===== src/ipr_pkg.sv =====
// shared types, constants and helpers of the ips patch record parser
`timescale 1ns / 1ps
`default_nettype none

package ipr_pkg;

  // field widths
  localparam int ByteW     = 8;
  localparam int SizeW     = 25;
  localparam int RecAddrW  = 24;
  localparam int LenW      = 16;
  localparam int PosW      = 3;
  localparam int KindW     = 2;

  // output tdata: address, value, fill_count, final_size, padded to whole bytes
  localparam int OutFieldsW = SizeW + ByteW + LenW + SizeW;
  localparam int OutDataW   = ((OutFieldsW + 7) / 8) * 8;

  // result queue
  localparam int FifoDepth  = 4;
  localparam int FifoPtrW   = 2;
  localparam int FifoCountW = 3;

  // address that ends the record list ("EOF")
  localparam logic [RecAddrW-1:0] EofMark = 24'h454F46;

  // header byte positions
  localparam logic [PosW-1:0] HdrLastPos = 3'd4;

  typedef enum logic [KindW-1:0] {
    KIND_WRITE      = 2'd0,
    KIND_FILL       = 2'd1,
    KIND_DONE       = 2'd2,
    KIND_BAD_HEADER = 2'd3
  } kind_t;

  typedef enum logic [2:0] {
    PH_HEADER,
    PH_BAD,
    PH_ADDR,
    PH_LEN,
    PH_DATA,
    PH_FILL,
    PH_TRUNC,
    PH_DONE
  } phase_t;

  typedef struct packed {
    kind_t              kind;
    logic [SizeW-1:0]   address;
    logic [ByteW-1:0]   value;
    logic [LenW-1:0]    fill_count;
    logic [SizeW-1:0]   final_size;
    logic               last_of_run;
  } result_t;

  // expected header text "PATCH"
  function automatic logic [ByteW-1:0] hdr_byte(input logic [PosW-1:0] pos);
    logic [ByteW-1:0] b;
    case (pos)
      3'd0:    b = 8'h50;
      3'd1:    b = 8'h41;
      3'd2:    b = 8'h54;
      3'd3:    b = 8'h43;
      3'd4:    b = 8'h48;
      default: b = 8'h00;
    endcase
    return b;
  endfunction

endpackage

`default_nettype wire


===== src/ipr_parser.sv =====
// record parser: phase tracking, record fields and result generation per byte
`timescale 1ns / 1ps
`default_nettype none

module ipr_parser (
  input  wire                          clk,
  input  wire                          rst,
  input  wire                          go,
  input  wire  [ipr_pkg::ByteW-1:0]    in_byte,
  input  wire                          in_last,
  input  wire  [ipr_pkg::SizeW-1:0]    image_size,
  output logic [1:0]                   res_count,
  output ipr_pkg::result_t             res0,
  output ipr_pkg::result_t             res1
);
  import ipr_pkg::*;

  phase_t                phase, phase_next;
  logic [PosW-1:0]       field_position, field_position_next;
  logic [RecAddrW-1:0]   record_address, record_address_next;
  logic [LenW-1:0]       record_length, record_length_next;
  logic [LenW-1:0]       data_offset, data_offset_next;
  logic [LenW-1:0]       repeat_count, repeat_count_next;
  logic [SizeW-1:0]      greatest_end, greatest_end_next;
  logic [RecAddrW-1:0]   truncate_offset, truncate_offset_next;
  logic                  truncate_valid, truncate_valid_next;

  // per-byte work
  result_t               prim, fin;
  logic                  prim_v, fin_v;
  logic [SizeW-1:0]      rec_end;
  logic                  rec_end_v;
  logic [LenW-1:0]       offset_inc;
  logic [SizeW-1:0]      grown_size;
  logic [SizeW-1:0]      out_size;

  // state register
  always_ff @(posedge clk) begin
    if (rst) begin
      phase           <= PH_HEADER;
      field_position  <= '0;
      record_address  <= '0;
      record_length   <= '0;
      data_offset     <= '0;
      repeat_count    <= '0;
      greatest_end    <= '0;
      truncate_offset <= '0;
      truncate_valid  <= 1'b0;
    end else if (go) begin
      phase           <= phase_next;
      field_position  <= field_position_next;
      record_address  <= record_address_next;
      record_length   <= record_length_next;
      data_offset     <= data_offset_next;
      repeat_count    <= repeat_count_next;
      greatest_end    <= greatest_end_next;
      truncate_offset <= truncate_offset_next;
      truncate_valid  <= truncate_valid_next;
    end
  end

  // next state and results
  always_comb begin
    phase_next           = phase;
    field_position_next  = field_position;
    record_address_next  = record_address;
    record_length_next   = record_length;
    data_offset_next     = data_offset;
    repeat_count_next    = repeat_count;
    greatest_end_next    = greatest_end;
    truncate_offset_next = truncate_offset;
    truncate_valid_next  = truncate_valid;
    prim                 = '0;
    prim_v               = 1'b0;
    fin                  = '0;
    fin_v                = 1'b0;
    rec_end              = '0;
    rec_end_v            = 1'b0;
    offset_inc           = data_offset + LenW'(1);
    grown_size           = '0;
    out_size             = '0;

    case (phase)
      PH_HEADER: begin
        if (in_byte != hdr_byte(field_position)) begin
          phase_next  = PH_BAD;
          prim.kind   = KIND_BAD_HEADER;
          prim_v      = 1'b1;
        end else if (field_position == HdrLastPos) begin
          phase_next          = PH_ADDR;
          field_position_next = '0;
        end else begin
          field_position_next = field_position + PosW'(1);
        end
      end
      PH_ADDR: begin
        record_address_next = {record_address[RecAddrW-ByteW-1:0], in_byte};
        if (field_position >= PosW'(2)) begin
          field_position_next = '0;
          if (record_address_next == EofMark) begin
            phase_next           = PH_TRUNC;
            truncate_offset_next = '0;
          end else begin
            phase_next         = PH_LEN;
            record_length_next = '0;
          end
        end else begin
          field_position_next = field_position + PosW'(1);
        end
      end
      PH_LEN: begin
        record_length_next = {record_length[LenW-ByteW-1:0], in_byte};
        if (field_position >= PosW'(1)) begin
          field_position_next = '0;
          data_offset_next    = '0;
          repeat_count_next   = '0;
          phase_next          = (record_length_next == '0) ? PH_FILL : PH_DATA;
        end else begin
          field_position_next = field_position + PosW'(1);
        end
      end
      PH_DATA: begin
        prim.kind        = KIND_WRITE;
        prim.address     = {1'b0, record_address} + {{(SizeW-LenW){1'b0}}, data_offset};
        prim.value       = in_byte;
        prim_v           = 1'b1;
        data_offset_next = offset_inc;
        if (offset_inc >= record_length) begin
          rec_end             = {1'b0, record_address} +
                                {{(SizeW-LenW){1'b0}}, record_length};
          rec_end_v           = 1'b1;
          phase_next          = PH_ADDR;
          field_position_next = '0;
          record_address_next = '0;
        end
      end
      PH_FILL: begin
        if (field_position < PosW'(2)) begin
          repeat_count_next   = {repeat_count[LenW-ByteW-1:0], in_byte};
          field_position_next = field_position + PosW'(1);
        end else begin
          prim.kind           = KIND_FILL;
          prim.address        = {1'b0, record_address};
          prim.value          = in_byte;
          prim.fill_count     = repeat_count;
          prim_v              = 1'b1;
          rec_end             = {1'b0, record_address} +
                                {{(SizeW-LenW){1'b0}}, repeat_count};
          rec_end_v           = 1'b1;
          phase_next          = PH_ADDR;
          field_position_next = '0;
          record_address_next = '0;
        end
      end
      PH_TRUNC: begin
        truncate_offset_next = {truncate_offset[RecAddrW-ByteW-1:0], in_byte};
        if (field_position >= PosW'(2)) begin
          truncate_valid_next = 1'b1;
          phase_next          = PH_DONE;
          field_position_next = '0;
        end else begin
          field_position_next = field_position + PosW'(1);
        end
      end
      default: begin
      end
    endcase

    // track the greatest record end
    if (rec_end_v && (rec_end > greatest_end)) begin
      greatest_end_next = rec_end;
    end

    // final size: grown image, cut at the truncate offset
    grown_size = (greatest_end_next > image_size) ? greatest_end_next : image_size;
    out_size   = (truncate_valid_next && (grown_size > {1'b0, truncate_offset_next})) ?
                 {1'b0, truncate_offset_next} : grown_size;

    // end of stream result, then back to the reset state
    if (in_last) begin
      if (phase_next == PH_HEADER) begin
        fin.kind = KIND_BAD_HEADER;
        fin_v    = 1'b1;
      end else if (phase_next != PH_BAD) begin
        fin.kind       = KIND_DONE;
        fin.final_size = out_size;
        fin_v          = 1'b1;
      end
      phase_next           = PH_HEADER;
      field_position_next  = '0;
      record_address_next  = '0;
      record_length_next   = '0;
      data_offset_next     = '0;
      repeat_count_next    = '0;
      greatest_end_next    = '0;
      truncate_offset_next = '0;
      truncate_valid_next  = 1'b0;
    end

    prim.last_of_run = !fin_v;
    fin.last_of_run  = 1'b1;
  end

  // pack into result slots
  assign res_count = go ? ({1'b0, prim_v} + {1'b0, fin_v}) : 2'd0;
  assign res0      = prim_v ? prim : fin;
  assign res1      = fin;

  // a second result only comes with the end of the stream
  assert property (@(posedge clk) disable iff (rst)
    res_count == 2'd2 |-> in_last && prim.kind != KIND_BAD_HEADER)
    else $error("two results without a clean end of stream");

  // the end of the stream returns the parser to its reset state
  assert property (@(posedge clk) disable iff (rst)
    go && in_last |=> phase == PH_HEADER && greatest_end == '0 && !truncate_valid)
    else $error("state not cleared after end of stream");

  // after a bad header nothing more comes out
  assert property (@(posedge clk) disable iff (rst)
    go && phase == PH_BAD |-> res_count == 2'd0)
    else $error("result after bad header");

endmodule

`default_nettype wire


===== src/ips_patch_record_parser_top.sv =====
// top level of the ips patch record parser: input register, parser, result queue
//
//  channel   dir  signals                              contents
//  s_axis    in   tvalid tready tdata[7:0] tlast       patch byte, tlast = end of stream
//  m_axis    out  tvalid tready tdata[79:0] tuser tlast one result, tuser = kind
//  cfg       in   valid ready data[24:0]               image size register write
//
//  one patch byte per cycle while the queue has room; a byte waits in the input
//  register until the parser takes it, then its results enter the output queue.
//  the last byte of a stream may give two results, taken one per cycle while
//  m_axis_tready is high from a four-entry queue; input stalls while fewer than two
//  entries are free. rst clears all control state and sets the image size to zero.
`timescale 1ns / 1ps
`default_nettype none

module ips_patch_record_parser_top (
  input  wire                            clk,
  input  wire                            rst,
  // patch bytes
  input  wire                            s_axis_tvalid,
  output logic                           s_axis_tready,
  input  wire  [7:0]                     s_axis_tdata,   // [7:0] patch_byte
  input  wire                            s_axis_tlast,   // stream_end
  // results
  output logic                           m_axis_tvalid,
  input  wire                            m_axis_tready,
  // [24:0] address, [32:25] value, [48:33] fill_count, [73:49] final_size, rest zero
  output logic [ipr_pkg::OutDataW-1:0]   m_axis_tdata,
  output logic [ipr_pkg::KindW-1:0]      m_axis_tuser,   // [1:0] kind
  output logic                           m_axis_tlast,   // last_of_run
  // configuration
  input  wire                            cfg_valid,
  output logic                           cfg_ready,
  input  wire  [ipr_pkg::SizeW-1:0]      cfg_data        // image_size
);
  import ipr_pkg::*;

  logic                   in_valid;
  logic [ByteW-1:0]       in_byte;
  logic                   in_last;
  logic                   advance;
  logic [SizeW-1:0]       image_size;

  logic [1:0]             res_count;
  result_t                res0, res1;

  result_t                fifo [FifoDepth];
  logic [FifoPtrW-1:0]    head, tail;
  logic [FifoCountW-1:0]  count, count_next;
  logic                   pop;
  result_t                head_res;

  // configuration register
  assign cfg_ready = 1'b1;

  always_ff @(posedge clk) begin
    if (rst) begin
      image_size <= '0;
    end else if (cfg_valid) begin
      image_size <= cfg_data;
    end
  end

  // input register
  assign advance       = in_valid && (count <= FifoCountW'(FifoDepth - 2));
  assign s_axis_tready = !in_valid || advance;

  always_ff @(posedge clk) begin
    if (rst) begin
      in_valid <= 1'b0;
    end else if (s_axis_tready) begin
      in_valid <= s_axis_tvalid;
    end
  end

  always_ff @(posedge clk) begin
    if (s_axis_tready && s_axis_tvalid) begin
      in_byte <= s_axis_tdata;
      in_last <= s_axis_tlast;
    end
  end

  // parser
  ipr_parser u_parser (
    .clk        (clk),
    .rst        (rst),
    .go         (advance),
    .in_byte    (in_byte),
    .in_last    (in_last),
    .image_size (image_size),
    .res_count  (res_count),
    .res0       (res0),
    .res1       (res1)
  );

  // result queue control
  assign pop        = m_axis_tvalid && m_axis_tready;
  assign count_next = count + FifoCountW'(res_count) - FifoCountW'(pop);

  always_ff @(posedge clk) begin
    if (rst) begin
      head  <= '0;
      tail  <= '0;
      count <= '0;
    end else begin
      head  <= head + FifoPtrW'(pop);
      tail  <= tail + FifoPtrW'(res_count);
      count <= count_next;
    end
  end

  // result queue storage
  always_ff @(posedge clk) begin
    if (res_count != 2'd0) begin
      fifo[tail] <= res0;
    end
    if (res_count == 2'd2) begin
      fifo[tail + FifoPtrW'(1)] <= res1;
    end
  end

  // output side
  assign head_res      = fifo[head];
  assign m_axis_tvalid = (count != '0);
  assign m_axis_tuser  = head_res.kind;
  assign m_axis_tlast  = head_res.last_of_run;
  assign m_axis_tdata  = {{(OutDataW-OutFieldsW){1'b0}}, head_res.final_size,
                          head_res.fill_count, head_res.value, head_res.address};

  // queue never overfills
  assert property (@(posedge clk) disable iff (rst)
    count <= FifoCountW'(FifoDepth))
    else $error("result queue overflow");

  // finish and bad-header results close the run of their byte
  assert property (@(posedge clk) disable iff (rst)
    m_axis_tvalid && (m_axis_tuser == KIND_DONE || m_axis_tuser == KIND_BAD_HEADER)
    |-> m_axis_tlast)
    else $error("closing result without last_of_run");

  // a held byte stays in the input register until the parser takes it
  assert property (@(posedge clk) disable iff (rst)
    in_valid && !advance |=> in_valid && $stable(in_byte) && $stable(in_last))
    else $error("pending byte lost");

endmodule

`default_nettype wire

===== config.mk =====
export PLATFORM = sky130hd
export DESIGN_NAME = ips_patch_record_parser_top
export DESIGN_NICKNAME = d
export VERILOG_FILES = /design/src/ipr_pkg.sv /design/src/ipr_parser.sv /design/src/ips_patch_record_parser_top.sv
export SDC_FILE = /design/constraint.sdc
export NUM_CORES = 1
export LEC_CHECK = 0
export BUFFER_PORTS_ARGS = -buffer_cell sky130_fd_sc_hd__buf_2
export CORE_ASPECT_RATIO = 1.4
export CORE_MARGIN = 2
export CORE_UTILIZATION = 31
export CTS_BUF_LIST = sky130_fd_sc_hd__clkbuf_8
export CTS_CLUSTER_DIAMETER = 40
export DETAILED_ROUTE_END_ITERATION = 10
export GPL_TIMING_DRIVEN = 0
export PLACE_DENSITY = 0.51
export SYNTH_ARGS = -nofsm -noshare
export SYNTH_HDL_FRONTEND = slang
export SYNTH_SLANG_ARGS = --single-unit

===== constraint.sdc =====
create_clock -name clk -period 13.8 [get_ports clk]
set_input_delay 2.76 -clock clk [delete_from_list [all_inputs] [get_ports clk]]
set_output_delay 2.76 -clock clk [all_outputs]
set_load 0.05 [all_outputs]

==> flow_summary.json <==
{
  "status": "completed",
  "cts_resized": 0,
  "synth_mux_area_frac": 0.100,
  "synth_top_family_by_area": "compound AO/OA/AOI/OAI gates",
  "reg2regPathDepth": 49,
  "powerDensity_nw_per_um2": 121,
  "pwr-share-clk": 0.381,
  "yosysTopAreaCellShare": 0.282,
  "pin_count": 125,
  "slew_headroom": 0.140,
  "slew_viol_final": 0,
  "synth_simple_gate_area_frac": 0.137,
  "p_comb_frac": 0.196,
  "p_int_w": 0.00241,
  "peakVddDrop_v": 0.000114,
  "routed_wl_um": 96000,
  "synth_area_leader_cell": "dfxtp_1",
  "syn_area_um2": 25600,
  "setup_viol": 0,
  "fillers": 8244,
  "hpwl_um": 73200,
  "worstPathRequired_ns": 14.23,
  "switching_power_w": 0.00115,
  "area_growth_pct": 14.6,
  "drc": 0,
  "cp-end-kind": "flop",
  "worst-setup-path-type": "reg2reg",
  "synthXorXnorAreaFrac": 0.0201,
  "crit_end": "fifo[1][9]",
  "grt_max_degree": 29,
  "reg2reg_slack_ns": 1.12,
  "clkSinkCount": 478,
  "hold_violations": 0,
  "die_area_um2": 85100,
  "timing.fmax_mhz": 78.9,
  "worstReg2RegStart": "u_parser.data_offset[0]",
  "max-cap-violations": 0,
  "dr.pass1.iters": 6,
  "final_antenna_net_count": 0,
  "synthAdderAreaFrac": 0.0763,
  "io_buffers": 115,
  "vias": 22400,
  "worstMarginPinSlew_ns": 1.29,
  "clock_latency_ns": 0.72,
  "grt_pass1_wl_um": 141000,
  "gp_congestion": 0.937,
  "grt_pass1_vias": 22300,
  "nNetsFinal": 3051,
  "cpMaxStageDelayCell": "nor2_1",
  "vias_per_cell": 5.60,
  "fin_setup_tns_ns": 0,
  "initial_core_util": 0.314,
  "numCtsBuffers": 83,
  "cts_tree": "built",
  "antenna_found_initial": 2,
  "synth_compound_area_frac": 0.198,
  "ctsHoldBuffers": 0,
  "post-route-min-period_ns": 12.68,
  "drive_above_1_share": 0.137,
  "rows": 124,
  "instances_no_fill": 3995,
  "synth_area_leaders": "dfxtp_1 28%, edfxtp_1 14%, ha_1 7.3%, mux4_2 6.8%, a32o_1 3.9%",
  "yosys_register_bits": 478,
  "drt_iter0_drc": 1834,
  "root_buffer": "clkbuf_8",
  "synthArstFlopShare": 0,
  "rsz0062_at_grt": "no",
  "pwr-share-seq": 0.423,
  "p_leak_nw": 11.1,
  "final_common_cell": "dfxtp_1",
  "postCtsSetupRepairBufs": 0,
  "startpoint": "u_parser.data_offset[0]",
  "synth_edf_count": 117,
  "fp.dieH_um": 344,
  "switching_share": 0.324,
  "wl_per_cell_um": 24.0,
  "synth-seq-area-share": 0.419,
  "clk_pin_slew_ns": 0.06,
  "mostFrequentLayoutCells": "361 x dfxtp_1, 245 x nor2_1, 234 x nand2_1",
  "core-area_um2": 81800,
  "ys_warn_count": 0,
  "critPathMaxStageDelay_ns": 0.63,
  "start_kind": "flop",
  "min_period_over_period": 0.918,
  "clock_path_buffers": 3,
  "min_path_cells": 2,
  "dp_cells": 3841,
  "hold_class": "reg2reg",
  "die_w_um": 247,
  "r2r-end": "fifo[1][9]",
  "grt_util_all_layers": 0.222,
  "synthDistinctLibCells": 86,
  "crit_fanout": 10,
  "synthCells": 2649,
  "ys.flop_type": "dfxtp_1",
  "htree_levels": 3,
  "overflow": 0,
  "skew_ns": 0.0486,
  "cp.arrival_ns": 13.11,
  "syn_avg_cell_area_um2": 9.68
}
-- worst max-delay path, delay by kind of cell, from the launching register on --
kind	cells	cell delay, ns
muxes	1	0.54
and+or+nand+nor	15	3.44
AOI/OAI and AO/OA	21	4.56
DFF	1	0.49
xor gates and xnor gates	1	0.34
adders and majority gates	5	1.61
buffers and inverters	6	1.39
-- layer usage --
| layer | vias up | global-route usage | part of all wire |
|---|---|---|---|
| li1 | 10300 | - | - |
| met1 | 11000 | 0.240 | 0.37 |
| met2 | 873 | 0.389 | 0.50 |
| met3 | 258 | 0.0346 | 0.055 |
| met4 | 0 | 0.167 | 0.080 |
| met5 | - | 0 | 0 |
-- per-stage QoR --
step | power (W) | instance area [µm²] | util | setup slack (ns) | hold slack, ns
after floorplan | 0.00203 | 25700 | - | 3.82 | 0.420
after global placement | 0.00223 | 27600 | 0.337 | 1.40 | 0.429
after detailed placement | 0.00224 | 27600 | 0.338 | 1.24 | 0.445
after CTS | 0.00360 | 29300 | 0.359 | 1.21 | 0.459
after global routing | 0.00371 | 29400 | 0.359 | 0.320 | 0.474
final | 0.00357 | 29400 | 0.359 | 1.12 | 0.457
-- sequential cells by signal, indices dropped and copies added (netlist names), 2 cells and up --
register and flops:
tail 2, count 3, u_parser.phase 3, fifo 308, u_parser.field_position 3, image_size 25, u_parser.data_offset 16, head 2
in_byte 8, u_parser.greatest_end 25, u_parser.repeat_count 16, u_parser.record_length 16, u_parser.record_address 24, u_parser.truncate_offset 24
-- final cells by class --
type                    instances  area, µm²  area share
multi-input cells            1864      13700       0.466
flip-flops and latches        478      10700       0.365
well taps                    1071       1340      0.0456
clock buffers                  95       1310      0.0445
plain buffers                 189        781      0.0266
repair buffers                119        658      0.0224
inverters                     123        462      0.0157
clock inverters                54        409      0.0139
diodes                          2       5.00    0.000170
-- worst min path at each step --
stage | slack, ns | start | to
6_report | 0.46 | fifo[0][69] | fifo[0][69]
3_3_place_gp | 0.43 | fifo[1][52] | fifo[1][52]
3_5_place_dp | 0.45 | fifo[2][72] | fifo[2][72]
2_1_floorplan | 0.42 | fifo[2][52] | fifo[2][52]
5_1_grt | 0.47 | fifo[2][41] | fifo[2][41]
4_1_cts | 0.46 | fifo[2][52] | fifo[2][52]
-- power by group through the flow --
| stage | Sequential (W) | Combinational [W] | Clock [W] |
|---|---|---|---|
| final | 0.00151 | 0.000699 | 0.00136 |
| after global routing | 0.00151 | 0.000748 | 0.00144 |
| after floorplan | 0.00153 | 0.000503 | 0 |
| after global placement | 0.00154 | 0.000699 | 0 |
| after detailed placement | 0.00154 | 0.000702 | 0 |
| after CTS | 0.00151 | 0.000703 | 0.00139 |
-- synth_stat cells (all sizes together), types with 4 or more instances --
master / instances
edfxtp: 117
a21oi: 185
a32o: 101
a211o: 6
a221oi: 8
a211oi: 16
or2: 13
clkbuf: 147
nor3: 30
nor2b: 12
xor2: 32
a21o: 36
a2bb2oi: 4
mux2i: 46
a31oi: 20
a2111oi: 4
or3: 12
o221ai: 5
a22oi: 53
a22o: 66
buf: 42
xnor2: 27
mux4: 77
nand2b: 20
ha: 150
o21a: 6
inv: 123
o31ai: 10
nand3b: 12
nor3b: 6
nor2: 246
and2: 9
o211ai: 12
nand2: 235
o21ai: 123
fa: 4
nand4: 23
nand3: 90
nor4: 9
o21bai: 8
and3: 41
dfxtp: 361
mux2: 34
o22ai: 19
-- cells by family (layout without fill, tap and decap cells) --
group           Yosys count  after routing
simple gates            769            769
compound gates          718            718
flops                   478            478
buf+inv                 312            580
mux                     157            157
fa+ha+maj               154            154
xor+xnor                 59             59
other cells               2              9
No activity file was read; power rests on OpenSTA's default activity.
